[src/rtl/fwsc_pkg.sv]
// fwsc_pkg: shared types, codes and constants for the friction wheel spin-up controller
// used by fwsc_ctrl, fwsc_dp and friction_wheel_spinup_controller_top; no dependencies
`timescale 1ns / 1ps

package fwsc_pkg;

  localparam int DUTY_W   = 16;
  localparam int TICKS_W  = 16;
  localparam int STOP_W   = 15;
  localparam int HOLD_W   = 16;  // width of the right-button hold counter
  localparam int CMP_W    = (HOLD_W > STOP_W) ? HOLD_W : STOP_W;
  localparam int PROD_W   = DUTY_W + TICKS_W;
  localparam int DIV_STEPS = TICKS_W;
  localparam int STEP_W   = $clog2(DIV_STEPS);
  localparam int CFG_IDX_W = 2;

  localparam logic [DUTY_W-1:0]  MAX_DUTY_RST   = DUTY_W'(1500);
  localparam logic [DUTY_W-1:0]  IDLE_DUTY_RST  = DUTY_W'(1000);
  localparam logic [TICKS_W-1:0] RAMP_TICKS_RST = TICKS_W'(100);
  localparam logic [STOP_W-1:0]  STOP_HOLD_RST  = STOP_W'(50);
  localparam logic [HOLD_W-1:0]  HOLD_MAX       = {HOLD_W{1'b1}};

  // configuration register indexes
  localparam logic [CFG_IDX_W-1:0] REG_MAX_DUTY   = 2'd0;
  localparam logic [CFG_IDX_W-1:0] REG_IDLE_DUTY  = 2'd1;
  localparam logic [CFG_IDX_W-1:0] REG_RAMP_TICKS = 2'd2;
  localparam logic [CFG_IDX_W-1:0] REG_STOP_HOLD  = 2'd3;

  // tick sources, switch events and switch positions
  localparam logic       KIND_REMOTE = 1'b0;
  localparam logic [1:0] EVT_ON      = 2'd1;
  localparam logic [1:0] EVT_OFF     = 2'd2;
  localparam logic [1:0] POS_SHOOT   = 2'd2;

  typedef enum logic [1:0] {
    WHEEL_OFF    = 2'd0,
    WHEEL_SPINUP = 2'd1,
    WHEEL_ON     = 2'd2
  } wheel_t;

  typedef enum logic [2:0] {
    ST_IDLE,
    ST_EVAL,
    ST_MUL,
    ST_DIV,
    ST_DONE
  } ctrl_state_t;

  typedef struct packed {
    logic capture;
    logic eval;
    logic mul;
    logic div_step;
    logic load_out;
  } dp_cmd_t;

  typedef struct packed {
    logic need_div;
  } dp_status_t;

endpackage

[src/rtl/friction_wheel_spinup_controller_top.sv]
// Friction wheel spin-up controller: takes one control tick item (remote switch or mouse)
// and returns one item with the PWM compare value, wheel mode and shoot flag. A tick is
// captured, evaluated and then loaded into the output register; a tick that steps the
// spin-up ramp also passes through the 16x16 multiply and the restoring divider, which
// produces one quotient bit per cycle, before that load. The input is stalled
// from acceptance until the result is loaded into the output register; the next item
// can then be taken while that result still waits downstream.
// depends on fwsc_pkg, fwsc_ctrl and fwsc_dp
`timescale 1ns / 1ps

module friction_wheel_spinup_controller_top (
  input  logic                           clk,
  input  logic                           rst,
  input  logic                           cfg_we,
  input  logic [fwsc_pkg::CFG_IDX_W-1:0] cfg_index,
  input  logic [fwsc_pkg::DUTY_W-1:0]    cfg_data,
  input  logic                           in_valid,
  output logic                           in_stall,
  input  logic                           kind,
  input  logic [1:0]                     switch_event,
  input  logic [1:0]                     switch_position,
  input  logic                           right_button,
  input  logic                           left_button,
  output logic                           out_valid,
  input  logic                           out_stall,
  output logic [fwsc_pkg::DUTY_W-1:0]    duty,
  output logic                           duty_updated,
  output logic [1:0]                     wheel_mode,
  output logic                           shooting
);
  import fwsc_pkg::*;

  dp_cmd_t    cmd;
  dp_status_t status;

  fwsc_ctrl u_ctrl (
    .clk       (clk),
    .rst       (rst),
    .in_valid  (in_valid),
    .in_stall  (in_stall),
    .out_valid (out_valid),
    .out_stall (out_stall),
    .cmd       (cmd),
    .status    (status)
  );

  fwsc_dp u_dp (
    .clk             (clk),
    .rst             (rst),
    .cfg_we          (cfg_we),
    .cfg_index       (cfg_index),
    .cfg_data        (cfg_data),
    .kind            (kind),
    .switch_event    (switch_event),
    .switch_position (switch_position),
    .right_button    (right_button),
    .left_button     (left_button),
    .cmd             (cmd),
    .status          (status),
    .duty            (duty),
    .duty_updated    (duty_updated),
    .wheel_mode      (wheel_mode),
    .shooting        (shooting)
  );

`ifndef SYNTHESIS
  // an accepted item keeps the input closed on the next cycle
  a_busy_after_accept: assert property (@(posedge clk) disable iff (rst)
    (in_valid && !in_stall) |=> in_stall)
    else $error("input open right after an accepted item");

  // a new result only appears while an item is in flight
  a_result_from_item: assert property (@(posedge clk) disable iff (rst)
    $rose(out_valid) |-> $past(in_stall))
    else $error("result appeared with no item in flight");

  // a ramp step goes from evaluation straight to the multiply
  a_eval_to_mul: assert property (@(posedge clk) disable iff (rst)
    (cmd.eval && status.need_div) |=> cmd.mul)
    else $error("ramp step did not move on to the multiply");

  a_reset_clears_out: assert property (@(posedge clk)
    rst |=> !out_valid)
    else $error("result valid after reset");
`endif

endmodule

[src/rtl/fwsc_ctrl.sv]
// fwsc_ctrl: sequencer for one tick item (capture, evaluate, multiply, divide, deliver)
// depends on fwsc_pkg; drives the datapath commands and both handshakes
`timescale 1ns / 1ps

module fwsc_ctrl (
  input  logic                clk,
  input  logic                rst,
  input  logic                in_valid,
  output logic                in_stall,
  output logic                out_valid,
  input  logic                out_stall,
  output fwsc_pkg::dp_cmd_t   cmd,
  input  fwsc_pkg::dp_status_t status
);
  import fwsc_pkg::*;

  ctrl_state_t        state, state_next;
  logic [STEP_W-1:0]  step, step_next;
  logic               out_free;

  assign out_free = !out_valid || !out_stall;
  assign in_stall = (state != ST_IDLE);

  always_ff @(posedge clk) begin
    if (rst) begin
      state     <= ST_IDLE;
      step      <= '0;
      out_valid <= 1'b0;
    end else begin
      state <= state_next;
      step  <= step_next;
      if (cmd.load_out) begin
        out_valid <= 1'b1;
      end else if (!out_stall) begin
        out_valid <= 1'b0;
      end
    end
  end

  always_comb begin
    state_next = state;
    step_next  = step;
    cmd        = '0;
    unique case (state)
      ST_IDLE: begin
        if (in_valid) begin
          cmd.capture = 1'b1;
          state_next  = ST_EVAL;
        end
      end
      ST_EVAL: begin
        cmd.eval   = 1'b1;
        state_next = status.need_div ? ST_MUL : ST_DONE;
      end
      ST_MUL: begin
        cmd.mul    = 1'b1;
        step_next  = '0;
        state_next = ST_DIV;
      end
      ST_DIV: begin
        cmd.div_step = 1'b1;
        step_next    = step + 1'b1;
        if (step == STEP_W'(DIV_STEPS - 1)) begin
          state_next = ST_DONE;
        end
      end
      ST_DONE: begin
        if (out_free) begin
          cmd.load_out = 1'b1;
          state_next   = ST_IDLE;
        end
      end
      default: begin
        state_next = ST_IDLE;
      end
    endcase
  end

endmodule

[src/rtl/fwsc_dp.sv]
// fwsc_dp: wheel state, config registers, ramp multiplier and restoring divider
// depends on fwsc_pkg; steered by fwsc_ctrl through dp_cmd_t
`timescale 1ns / 1ps

module fwsc_dp (
  input  logic                         clk,
  input  logic                         rst,
  input  logic                         cfg_we,
  input  logic [fwsc_pkg::CFG_IDX_W-1:0] cfg_index,
  input  logic [fwsc_pkg::DUTY_W-1:0]  cfg_data,
  input  logic                         kind,
  input  logic [1:0]                   switch_event,
  input  logic [1:0]                   switch_position,
  input  logic                         right_button,
  input  logic                         left_button,
  input  fwsc_pkg::dp_cmd_t            cmd,
  output fwsc_pkg::dp_status_t         status,
  output logic [fwsc_pkg::DUTY_W-1:0]  duty,
  output logic                         duty_updated,
  output logic [1:0]                   wheel_mode,
  output logic                         shooting
);
  import fwsc_pkg::*;

  // configuration
  logic [DUTY_W-1:0]  max_duty, idle_duty;
  logic [TICKS_W-1:0] ramp_ticks;
  logic [STOP_W-1:0]  stop_hold_ticks;

  // tick state
  wheel_t             wheel, wheel_next;
  logic [TICKS_W-1:0] ramp_count, ramp_count_next;
  logic [HOLD_W-1:0]  hold_count, hold_count_next;
  logic               prev_right, prev_right_next;
  logic               prev_left, prev_left_next;
  logic               shoot_flag, shoot_flag_next;
  logic [DUTY_W-1:0]  duty_reg;
  logic               updated, updated_next;
  logic               ramp_pend;

  // captured item
  logic               in_kind;
  logic [1:0]         in_evt, in_pos;
  logic               in_rb, in_lb;

  // ramp arithmetic
  logic [TICKS_W-1:0] rem;
  logic [DUTY_W-1:0]  dq;
  logic               down;
  logic [DUTY_W-1:0]  diff;
  logic [PROD_W-1:0]  prod;
  logic [TICKS_W:0]   trial, trial_sub;
  logic               trial_ge;
  logic [DUTY_W-1:0]  ramp_val, duty_final;

  logic               do_stop, do_ramp, idle_wr, div_next;
  logic [TICKS_W:0]   cnt_inc;

  always_ff @(posedge clk) begin
    if (rst) begin
      max_duty        <= MAX_DUTY_RST;
      idle_duty       <= IDLE_DUTY_RST;
      ramp_ticks      <= RAMP_TICKS_RST;
      stop_hold_ticks <= STOP_HOLD_RST;
    end else if (cfg_we) begin
      unique case (cfg_index)
        REG_MAX_DUTY:   max_duty        <= cfg_data;
        REG_IDLE_DUTY:  idle_duty       <= cfg_data;
        REG_RAMP_TICKS: ramp_ticks      <= cfg_data;
        REG_STOP_HOLD:  stop_hold_ticks <= cfg_data[STOP_W-1:0];
        default: ;
      endcase
    end
  end

  always_ff @(posedge clk) begin
    if (cmd.capture) begin
      in_kind <= kind;
      in_evt  <= switch_event;
      in_pos  <= switch_position;
      in_rb   <= right_button;
      in_lb   <= left_button;
    end
  end

  // tick evaluation
  assign cnt_inc = {1'b0, ramp_count} + 1'b1;

  always_comb begin
    wheel_next      = wheel;
    ramp_count_next = ramp_count;
    hold_count_next = hold_count;
    prev_right_next = prev_right;
    prev_left_next  = prev_left;
    shoot_flag_next = shoot_flag;
    updated_next    = 1'b0;
    do_stop         = 1'b0;
    do_ramp         = 1'b0;
    idle_wr         = 1'b0;
    div_next        = 1'b0;
    if (in_kind == KIND_REMOTE) begin
      unique case (wheel)
        WHEEL_SPINUP: begin
          if (in_evt == EVT_OFF) begin
            do_stop = 1'b1;
          end else begin
            do_ramp = 1'b1;
          end
          updated_next = 1'b1;
        end
        WHEEL_ON: begin
          if (in_evt == EVT_OFF) begin
            do_stop      = 1'b1;
            updated_next = 1'b1;
          end else begin
            shoot_flag_next = (in_pos == POS_SHOOT);
          end
        end
        default: begin
          if (in_evt == EVT_ON) begin
            shoot_flag_next = 1'b0;
            ramp_count_next = '0;
            wheel_next      = WHEEL_SPINUP;
          end
        end
      endcase
    end else begin
      if (wheel == WHEEL_SPINUP || wheel == WHEEL_ON) begin
        if (in_rb) begin
          hold_count_next = (hold_count == HOLD_MAX) ? hold_count : hold_count + 1'b1;
        end else begin
          hold_count_next = '0;
        end
        if (CMP_W'(hold_count_next) > CMP_W'(stop_hold_ticks)) begin
          do_stop      = 1'b1;
          updated_next = 1'b1;
        end else if (wheel == WHEEL_SPINUP) begin
          do_ramp      = 1'b1;
          updated_next = 1'b1;
        end else if (!prev_left) begin
          // a fresh press sets the flag, no press clears it
          shoot_flag_next = in_lb;
        end
      end else if (!prev_right && in_rb) begin
        shoot_flag_next = 1'b0;
        ramp_count_next = '0;
        wheel_next      = WHEEL_SPINUP;
        hold_count_next = '0;
      end
      prev_right_next = in_rb;
      prev_left_next  = in_lb;
    end

    if (do_stop) begin
      wheel_next      = WHEEL_OFF;
      idle_wr         = 1'b1;
      ramp_count_next = '0;
      shoot_flag_next = 1'b0;
    end

    if (do_ramp) begin
      if (ramp_ticks == '0) begin
        idle_wr    = 1'b1;
        wheel_next = WHEEL_ON;
      end else begin
        div_next = 1'b1;
        if (cnt_inc >= {1'b0, ramp_ticks}) begin
          ramp_count_next = ramp_ticks;
          wheel_next      = WHEEL_ON;
        end else begin
          ramp_count_next = cnt_inc[TICKS_W-1:0];
        end
      end
    end
  end

  assign status.need_div = div_next;

  // ramp term: |max - idle| * count / ticks
  assign down = (max_duty < idle_duty);
  assign diff = down ? (idle_duty - max_duty) : (max_duty - idle_duty);
  assign prod = PROD_W'(diff) * PROD_W'(ramp_count);

  // count <= ticks keeps the upper product half below ticks, so 16 steps suffice
  assign trial     = {rem, dq[DUTY_W-1]};
  assign trial_ge  = (trial >= {1'b0, ramp_ticks});
  assign trial_sub = trial - {1'b0, ramp_ticks};

  assign ramp_val   = down ? (idle_duty - dq) : (idle_duty + dq);
  assign duty_final = ramp_pend ? ramp_val : duty_reg;

  always_ff @(posedge clk) begin
    if (cmd.mul) begin
      rem <= prod[PROD_W-1:DUTY_W];
      dq  <= prod[DUTY_W-1:0];
    end else if (cmd.div_step) begin
      rem <= trial_ge ? trial_sub[TICKS_W-1:0] : trial[TICKS_W-1:0];
      dq  <= {dq[DUTY_W-2:0], trial_ge};
    end
  end

  always_ff @(posedge clk) begin
    if (rst) begin
      wheel      <= WHEEL_OFF;
      ramp_count <= '0;
      hold_count <= '0;
      prev_right <= 1'b0;
      prev_left  <= 1'b0;
      shoot_flag <= 1'b0;
      duty_reg   <= IDLE_DUTY_RST;
      updated    <= 1'b0;
      ramp_pend  <= 1'b0;
    end else begin
      if (cmd.eval) begin
        wheel      <= wheel_next;
        ramp_count <= ramp_count_next;
        hold_count <= hold_count_next;
        prev_right <= prev_right_next;
        prev_left  <= prev_left_next;
        shoot_flag <= shoot_flag_next;
        updated    <= updated_next;
        ramp_pend  <= div_next;
        if (idle_wr) begin
          duty_reg <= idle_duty;
        end
      end else if (cmd.load_out) begin
        duty_reg  <= duty_final;
        ramp_pend <= 1'b0;
      end
    end
  end

  // output register
  always_ff @(posedge clk) begin
    if (cmd.load_out) begin
      duty         <= duty_final;
      duty_updated <= updated;
      wheel_mode   <= (wheel == WHEEL_SPINUP || wheel == WHEEL_ON) ? wheel : WHEEL_OFF;
      shooting     <= shoot_flag;
    end
  end

endmodule
[config.mk]
export PLATFORM = sky130hd
export DESIGN_NAME = friction_wheel_spinup_controller_top
export DESIGN_NICKNAME = d
export VERILOG_FILES = /design/src/rtl/fwsc_pkg.sv /design/src/rtl/friction_wheel_spinup_controller_top.sv /design/src/rtl/fwsc_ctrl.sv /design/src/rtl/fwsc_dp.sv
export SDC_FILE = /design/constraint.sdc
export NUM_CORES = 1
export LEC_CHECK = 0
export CORE_ASPECT_RATIO = 1.1
export CORE_UTILIZATION = 67
export DETAILED_ROUTE_END_ITERATION = 6
export DONT_BUFFER_PORTS = 1
export PLACE_DENSITY_LB_ADDON = 0.08
export SYNTH_ARGS = -nofsm -noshare
export SYNTH_HDL_FRONTEND = slang
export SYNTH_HIERARCHICAL = 1
export SYNTH_SLANG_ARGS = --single-unit
[constraint.sdc]
create_clock -name clk -period 10.4 [get_ports clk]
set_input_delay 2.08 -clock clk [delete_from_list [all_inputs] [get_ports clk]]
set_output_delay 2.08 -clock clk [all_outputs]
set_load 0.005 [all_outputs]
==> results.py <==
metrics = {
    "yosys": {
        "yosys.area.top_type": "fa_1",
        "ys_warn_count": 6,
        "synthesis.nets": 3164,
        "async_flop_share_pct": 0,
        "yosysUniqueCellTypes": 91,
        "synth_edf_count": 59,
        "synthTopCellsByArea": "fa_1, ha_1, dfxtp_1",
        "synth_top_area_share_pct": 17.6,
        "syn_inst": 2733,
        "syn-cell-area_mm2": 0.0226,
        "ys_ff_latch": 185,
        "ys.flop_type": "dfxtp_1",
        "synth_seq_area_share_pct": 19.0,
        "synth.avg_cell_area_um2": 8.26,
    },
    "final_layout": {
        "final_cell_mix": "nand2_1, inv_1, ha_1",
        "final_core_util_pct": 70.5,
        "drive_gt1_share_pct": 5.77,
        "diodes": 0,
        "final_common_cell": "nand2_1",
        "areaGrowthSynthToFinish_pct": 3.77,
        "largest_reg_flops": 32,
        "final_nets": 3069,
    },
    "route": {
        "drt_pass1_iterations": 7,
        "vias": 19820,
        "wl_per_cell_um": 20.8,
        "routed_wl_mm": 64.1,
        "drt_iter0_drc": 2032,
        "drc": 0,
        "via_per_inst": 6.43,
        "ant_nets": 0,
    },
    "placement": {
        "dp_hpwl_mm": 48.6,
        "dp_slack_ns": 1.18,
        "io_buffers": 0,
        "gp_congestion": 1.03,
    },
    "floorplan": {
        "fp-row-count": 70,
        "die_y_um": 194,
        "pin_count": 52,
        "dieArea_mm2": 0.0344,
        "die_w_um": 177,
        "core_area_mm2": 0.0332,
        "start_util_pct": 68.0,
    },
    "critical_path": {
        "end_kind": "flop",
        "reg2reg_from": "u_dp/idle_duty[14]",
        "critPathMaxStageDelay_ns": 0.61,
        "critPathLaunchType": "flop",
        "critPathSlowestCell": "or4_1",
        "worst_r2r_path_depth": 27,
        "r2r_setup_slack_ns": 1.0,
        "timing.rr.end": "u_dp/rem[9]",
        "cp_max_fo": 13,
        "cpMostUsedCell": "fa_1",
        "critPathArrivalTime_ns": 9.59,
        "cp.required_ns": 10.58,
        "path_class": "reg -> reg",
    },
    "power_and_ir_drop": {
        "leakage_uw": 0.0102,
        "peakVddDrop_uv": 83.5,
        "power_density_mw_per_mm2": 89.1,
    },
    "clock_tree": {
        "clock-root-buffer": "clkbuf_16",
        "cts_max_level": 4,
        "cts_tree": "built",
        "post_cts_buffers": 0,
        "numCtsBuffers": 17,
        "path_clk_slew_ns": 0.08,
        "cts.sinks": 185,
        "clk_path_buf_depth": 2,
        "post_cts_resize_count": 0,
        "clock_insertion_delay_worst_skew_ns": 0.45,
        "hold_buffers": 0,
    },
    "job": {
        "drv_cap": 0,
    },
    "global_route": {
        "top_usage_layer": "met2",
        "gr-total-overflow": 0,
        "grt_pass1_vias": 19197,
        "grt_antenna_before_repair": 0,
        "grt.total_usage_pct": 37.7,
        "gr-usage-met2_pct": 63.6,
        "grt_max_degree": 86,
        "gr-usage-met1_pct": 47.7,
        "met3_usage_pct": 4.99,
        "grt_pass1_wl_mm": 101,
    },
    "sta": {
        "fin_worst_skew_ns": 0.0143,
        "finalHoldViolCount": 0,
        "maxSlewHeadroom_pct": 23.6,
        "setup_ws_ns": 0.997,
        "fin_crit_sh_pct": 90.4,
        "finalSetupViolCount": 0,
        "fin_crit_ns": 9.40,
        "worstMarginPinSlew_ns": 1.14,
        "grt_setup_unrepaired": "false",
        "maxSlewViolCount": 0,
        "fmax_mhz": 106,
        "tns_ns": 0,
    },
    "run_status": {
        "status": "complete, no violations",
    },
    "hold_path": {
        "hp-class": "reg -> reg",
        "hold_depth": 0,
        "worstHoldEndpoint": "u_dp/duty_updated",
        "worstHoldStart": "u_dp/updated",
    },
}
==> layout make-up <==
type                    instances  area (um2)
fillers                      2689        9780
inverters                     342        1280
multi-input cells            2046       16400
well taps                     432         541
flip-flops and latches        185        4290
repair buffers                 46         345
clock buffers                  23         520
clock inverters                 8        68.8
==> worst max path at each step <==
stage	startpoint	end	cells past startpoint
final	u_dp/idle_duty[14]	u_dp/rem[9]	27
after global routing	u_dp/idle_duty[1]	u_dp/rem[15]	28
after CTS	u_dp/idle_duty[1]	u_dp/rem[9]	28
after detailed placement	u_dp/idle_duty[1]	u_dp/rem[9]	28
after global placement	u_dp/idle_duty[1]	u_dp/rem[9]	28
after floorplan	u_dp/idle_duty[1]	u_dp/rem[15]	30
==> metal layers <==
metal,wire [um],vias to the layer above
met4,2870,0
met3,5060,175
li1,-,9125
met1,25400,9604
met2,30800,916
met5,0,-
==> power by group <==
part	leakage (uW)	total, uW	internal, uW	switching (uW)
clock network	0.000294	658	359	299
logic	0.00838	639	204	435
registers	0.00156	790	770	20.7
total	0.0102	2090	1330	754
==> Yosys cell counts (14+ instances only) <==
cell	number
a21o_1	32
xor2_1	23
nand2_1	364
ha_1	203
mux2i_1	56
clkbuf_1	133
nand3_1	85
edfxtp_1	59
nand4_1	42
a21oi_1	166
and3_1	21
a31oi_1	34
o211ai_1	36
inv_1	336
nand3b_1	14
fa_1	198
dfxtp_1	126
a211oi_1	40
or3_1	30
o21a_1	17
nor3_1	41
nand2b_1	17
o21ai_0	68
and2_1	93
xnor2_1	69
nor2b_1	20
a22oi_1	19
mux2_2	39
nor2_1	142
==> logic make-up after synthesis <==
logic type | share of synthesized area, %
xor gates and xnor gates | 3.57
muxes | 4.63
DFF | 19.0
and+or+nand+nor | 20.2
AOI/OAI and AO/OA | 15.2
buffers and inverters | 8.56
adders and majority gates | 28.8
==> critical path, delay by kind of cell (launching register included) <==
kind                     cells  cell delay (ns)
flip-flops                   1             0.46
AND/OR/NAND/NOR              4             1.16
AO/OA/AOI/OAI               10             3.22
adder cells (fa/ha/maj)      8             3.91
multiplexers                 1             0.08
XOR/XNOR                     1             0.14
buffers and inverters        3             0.14
==> stage by stage <==
step                cells  hold WS, ns  cell area [um2]  total power [uW]
floorplan            2733        0.402            22600              1250
global placement     3051        0.416            22800              1410
detailed placement   3051        0.415            22800              1420
CTS                  3082        0.432            23400              2080
global route         3082        0.458            23400              2160
finish               3082        0.431            23400              2090
Power figures use the tool's default switching activity.
